--- config.mk ---
export PLATFORM = sky130hd
export DESIGN_NAME = awtc_ram
export DESIGN_NICKNAME = d
export VERILOG_FILES = /design/src/rtl/awtc_ram.sv
export SDC_FILE = /design/constraint.sdc
export NUM_CORES = 1
export LEC_CHECK = 0
export ABC_AREA = 1
export BUFFER_PORTS_ARGS = -buffer_cell sky130_fd_sc_hd__buf_2
export CORE_MARGIN = 2
export CORE_UTILIZATION = 31
export DETAILED_ROUTE_END_ITERATION = 6
export PLACE_DENSITY = 0.48
export SYNTH_ARGS = -nofsm -noshare
export SYNTH_HDL_FRONTEND = slang
export SYNTH_SLANG_ARGS = --single-unit
export TNS_END_PERCENT = 5
--- constraint.sdc ---
create_clock -name clock -period 2.05 [get_ports clock]
set_input_delay 0.1025 -clock clock [delete_from_list [all_inputs] [get_ports clock]]
set_output_delay 0.1025 -clock clock [all_outputs]
set_load 0.005 [all_outputs]
--- src/rtl/awtc_ram.sv ---
// Generic single-write, single-read RAM with registered read data.
`timescale 1ns / 1ps
`default_nettype none

module awtc_ram #(
   parameter int WIDTH = 32,
   parameter int DEPTH = 16
) (
   input  wire logic                       clock,
   input  wire logic                       wr_en,
   input  wire logic [$clog2(DEPTH)-1:0]   wr_addr,
   input  wire logic [WIDTH-1:0]           wr_data,
   input  wire logic                       rd_en,
   input  wire logic [$clog2(DEPTH)-1:0]   rd_addr,
   output logic      [WIDTH-1:0]           rd_data
);

   logic [WIDTH-1:0] mem [DEPTH];

   // Write and registered read
   always_ff @(posedge clock) begin
      if (wr_en) begin
         mem[wr_addr] <= wr_data;
      end
      if (rd_en) begin
         rd_data <= mem[rd_addr];
      end
   end

endmodule

`default_nettype wire
==> impl_metrics.py <==
metrics = {
    "final_layout": {
        "final_cells": 3224,
        "number_of_fill_cells": 7162,
        "nNetsFinal": 2266,
        "area.growth.synth_to_final_pct": 16.40,
        "insertedDiodeCount": 0,
        "drive_above_1_share_pct": 9.448,
    },
    "outcome": {
        "run_status": "complete, no violations",
    },
    "timing": {
        "timing.final.crit_period_ns": 1.394,
        "relSlewSlack_pct": 63.19,
        "timing.final.ws_setup_ns": 0.6565,
        "maxSlewViolCount": 0,
        "finalHoldViolations": 0,
        "max_clock_skew_ns": 0.006907,
        "worst_slew_pin_slew_ns": 0.5522,
        "max_freq_mhz": 717.6,
        "setup_repair_after_global_routing_missed_its_margin": "no",
        "final_min_period_over_clock_period_pct": 67.98,
        "setup_viol": 0,
    },
    "clocking": {
        "cts_buf_count": 57,
        "cts-resized-gates": 0,
        "h-tree-depth": 2,
        "cts_buffer_depth": 3,
        "cts.clk_slew.worst_paths_ns": 0.06,
        "ctsRootBufferMaster": "sky130_fd_sc_hd__clkbuf_16",
        "cts_tree": "built",
        "clk_latency_ns": 0.60,
        "postCtsSetupBuffers": 0,
        "cts_hold_buf": 32,
        "clock_sink_count": 544,
    },
    "drt": {
        "met3_length_mm": 2.536,
        "route.detailed.vias_per_inst": 4.541,
        "postRouteAntennaNets": 0,
        "maxUsedRoutingLayer": "met5",
        "initialDrtViolationCount": 1040,
        "post_drt_wl_per_cell_um": 17.79,
        "via_count": 14640,
        "met1_length_mm": 26.74,
        "met2_wirelength_mm": 27.10,
        "drt_pre_antenna_iters": 5,
        "drt-total-wl_mm": 57.36,
        "route.detailed.drc": 0,
    },
    "die": {
        "die_area_um2": 76550,
        "core-area_um2": 73330,
        "fp-row-count": 99,
        "die_height_um": 276.7,
        "start_util_pct": 31.43,
        "fp.dieW_um": 276.7,
        "ioPinCount": 75,
    },
    "power": {
        "p_int_mw": 18.71,
        "vdd_ir_drop_max_v": 0.0005958,
        "net_switching_component_of_the_power_mw": 5.257,
        "combPwrFrac_pct": 6.3,
        "clock_power_share_pct": 41.1,
        "seq_power_share_pct": 52.6,
        "power.leakage_nw": 11.12,
        "switching_share_pct": 21.94,
        "p_per_area_nw_per_um2": 893.2,
        "totalPowerFinal_mw": 23.97,
    },
    "setup_path": {
        "worst_r2r_path_depth": 6,
        "timing.critical_path.depth": 1,
        "crit_path_top_delay_cell": "sky130_fd_sc_hd__edfxtp_1",
        "max_stage_delay_ns": 0.51,
        "critPathRequiredTime_ns": 1.95,
        "arrival_worst_endpoint_ns": 1.29,
        "worstPathBufferInverterCount": 1,
        "crit_path_start_kind": "register",
        "reg2reg_slack_ns": 0.89,
        "r2r-end": "rd_data[11]",
        "critical_path.max_fanout": 1,
        "crit_path_category": "register to output port",
        "r2r_start": "mem[4][11]",
        "critPathCaptureType": "output port",
        "crit_family": "flip-flops",
        "cells_along_the_critical_path": "buf_2",
    },
    "worst_hold_path": {
        "timing.hold.worst.class": "input pin to register",
        "min_delay_path_depth": 2,
        "holdCritStartpoint": "rd_en",
        "hold_end": "rd_data[13]",
    },
    "place": {
        "dpl.hpwl_mm": 28.78,
        "pre_cts_slack_ns": 0.3825,
        "port-buffer-count": 74,
        "finalWeightedCongestion": 0.7040,
        "placed_cells": 3091,
    },
    "global_routing": {
        "grt_usage_pct": 14.94,
        "largest_net_degree_at_the_start_of_global_routing": 105,
        "grt_first_pass_wirelength_mm": 87.43,
        "grt_antenna_before_repair": 3,
        "grt_pass1_vias": 14380,
        "grt_overflow_total": 0,
    },
    "logic_synthesis": {
        "yosys_warnings": 0,
        "post_synthesis_area_per_instance_um2": 10.87,
        "synth_area_um2": 23050,
        "proportion_of_synthesized_chip_area_in_sequential_cells_pct": 70.87,
        "syn-instance-count": 2120,
        "netlist_top_cells_area": "sky130_fd_sc_hd__edfxtp_1 (71%), sky130_fd_sc_hd__nand2_1 (11%), sky130_fd_sc_hd__nand3_1 (8.4%), sky130_fd_sc_hd__inv_1 (6.3%), sky130_fd_sc_hd__buf_6 (1.4%)",
        "synth.net_count": 2163,
        "post_synthesis_register_bit_count": 544,
        "yosysTopAreaCellShare_pct": 70.87,
        "post_synth_top_area_cell": "sky130_fd_sc_hd__edfxtp_1",
        "synth_cell_types": 14,
    },
    "flow_run": {
        "maxCapViolCount": 0,
    },
}
## metal layers
layer  up-vias  GRT usage [%]
met3        73          2.472
li1       7081              -
met2       252          25.14
met5         -              0
met4         2          3.526
met1      7231          20.20
## flip-flops by register name, summed over array words and instances, names as in the netlist
| signal | cells |
|---|---|
| rd_data | 32 |
| mem | 512 |
## stage by stage
stage | instance area (um^2) | utilization (%) | hold slack [ns] | setup TNS [ns]
after floorplan | 23050 | - | 0.2014 | -13.41
after global placement | 24760 | 33.76 | 0.4872 | 0
after detailed placement | 24760 | 33.76 | 0.4879 | 0
after CTS | 26830 | 36.59 | 0.009081 | 0
after global routing | 26830 | 36.59 | 0.01331 | 0
final | 26830 | 36.59 | 0.02880 | 0
## kinds of logic (layout without fill, tap and decap cells)
logic type | after synthesis | count (layout) | share of synthesized area (%)
buffers and inverters | 495 | 640 | 9.407
flip-flops | 544 | 544 | 70.87
AND/OR/NAND/NOR | 1081 | 1081 | 19.73
## cell usage in the layout (no fill, tap or decap)
cell type                       instances
sky130_fd_sc_hd__nand3_1              385
sky130_fd_sc_hd__clkinv_4               2
sky130_fd_sc_hd__clkinv_1               9
sky130_fd_sc_hd__nand3b_1               2
sky130_fd_sc_hd__bufinv_16              5
sky130_fd_sc_hd__clkbuf_16             57
sky130_fd_sc_hd__clkbuf_1              15
sky130_fd_sc_hd__edfxtp_1             544
sky130_fd_sc_hd__inv_8                  1
sky130_fd_sc_hd__dlygate4sd3_1         32
sky130_fd_sc_hd__clkbuf_8               1
sky130_fd_sc_hd__buf_2                 71
sky130_fd_sc_hd__inv_1                386
sky130_fd_sc_hd__nand2_1              677
sky130_fd_sc_hd__buf_12                30
sky130_fd_sc_hd__clkinvlp_4             1
sky130_fd_sc_hd__inv_2                  2
sky130_fd_sc_hd__buf_4                 15
sky130_fd_sc_hd__nor2_4                16
sky130_fd_sc_hd__inv_4                  1
sky130_fd_sc_hd__nor2_1                 1
sky130_fd_sc_hd__clkinv_2              12
## power groups by stage
stage	Sequential, mW	Combinational, mW	Clock (mW)
6_report	12.6	1.51	9.85
5_1_grt	12.6	1.70	10.5
4_1_cts	12.6	1.55	10.1
3_5_place_dp	12.8	1.49	0
3_3_place_gp	12.8	1.47	0
2_1_floorplan	12.8	0.849	0
## cells in the mapped netlist, drive strengths merged
library cell and number:
buf 91, clkbuf 14, edfxtp 544, inv 390, nand2 677, nand3 385
nand3b 2, nor2 17
## final cells by class
cell class	count	area, um^2	area share, %
Sequential cell	544	16340	60.88
Multi-Input combinational cell	1081	4667	17.39
Clock buffer	72	1483	5.526
Inverter	390	1474	5.493
Timing Repair Buffer	149	1403	5.228
Tap cell	959	1200	4.472
Clock inverter	29	269.0	1.003
## how the worst max path moves through the flow
stage                            from     endpoint  slack (ns)
after floorplan            wr_addr[2]   mem[10][0]       -0.05
after global placement     rd_addr[0]  rd_data[23]        0.41
after detailed placement   rd_addr[0]  rd_data[24]        0.38
after CTS                 rd_data[10]  rd_data[10]        0.61
after global routing      rd_data[10]  rd_data[10]        0.61
final                     rd_data[10]  rd_data[10]        0.66
Power figures use the tool's default switching activity.
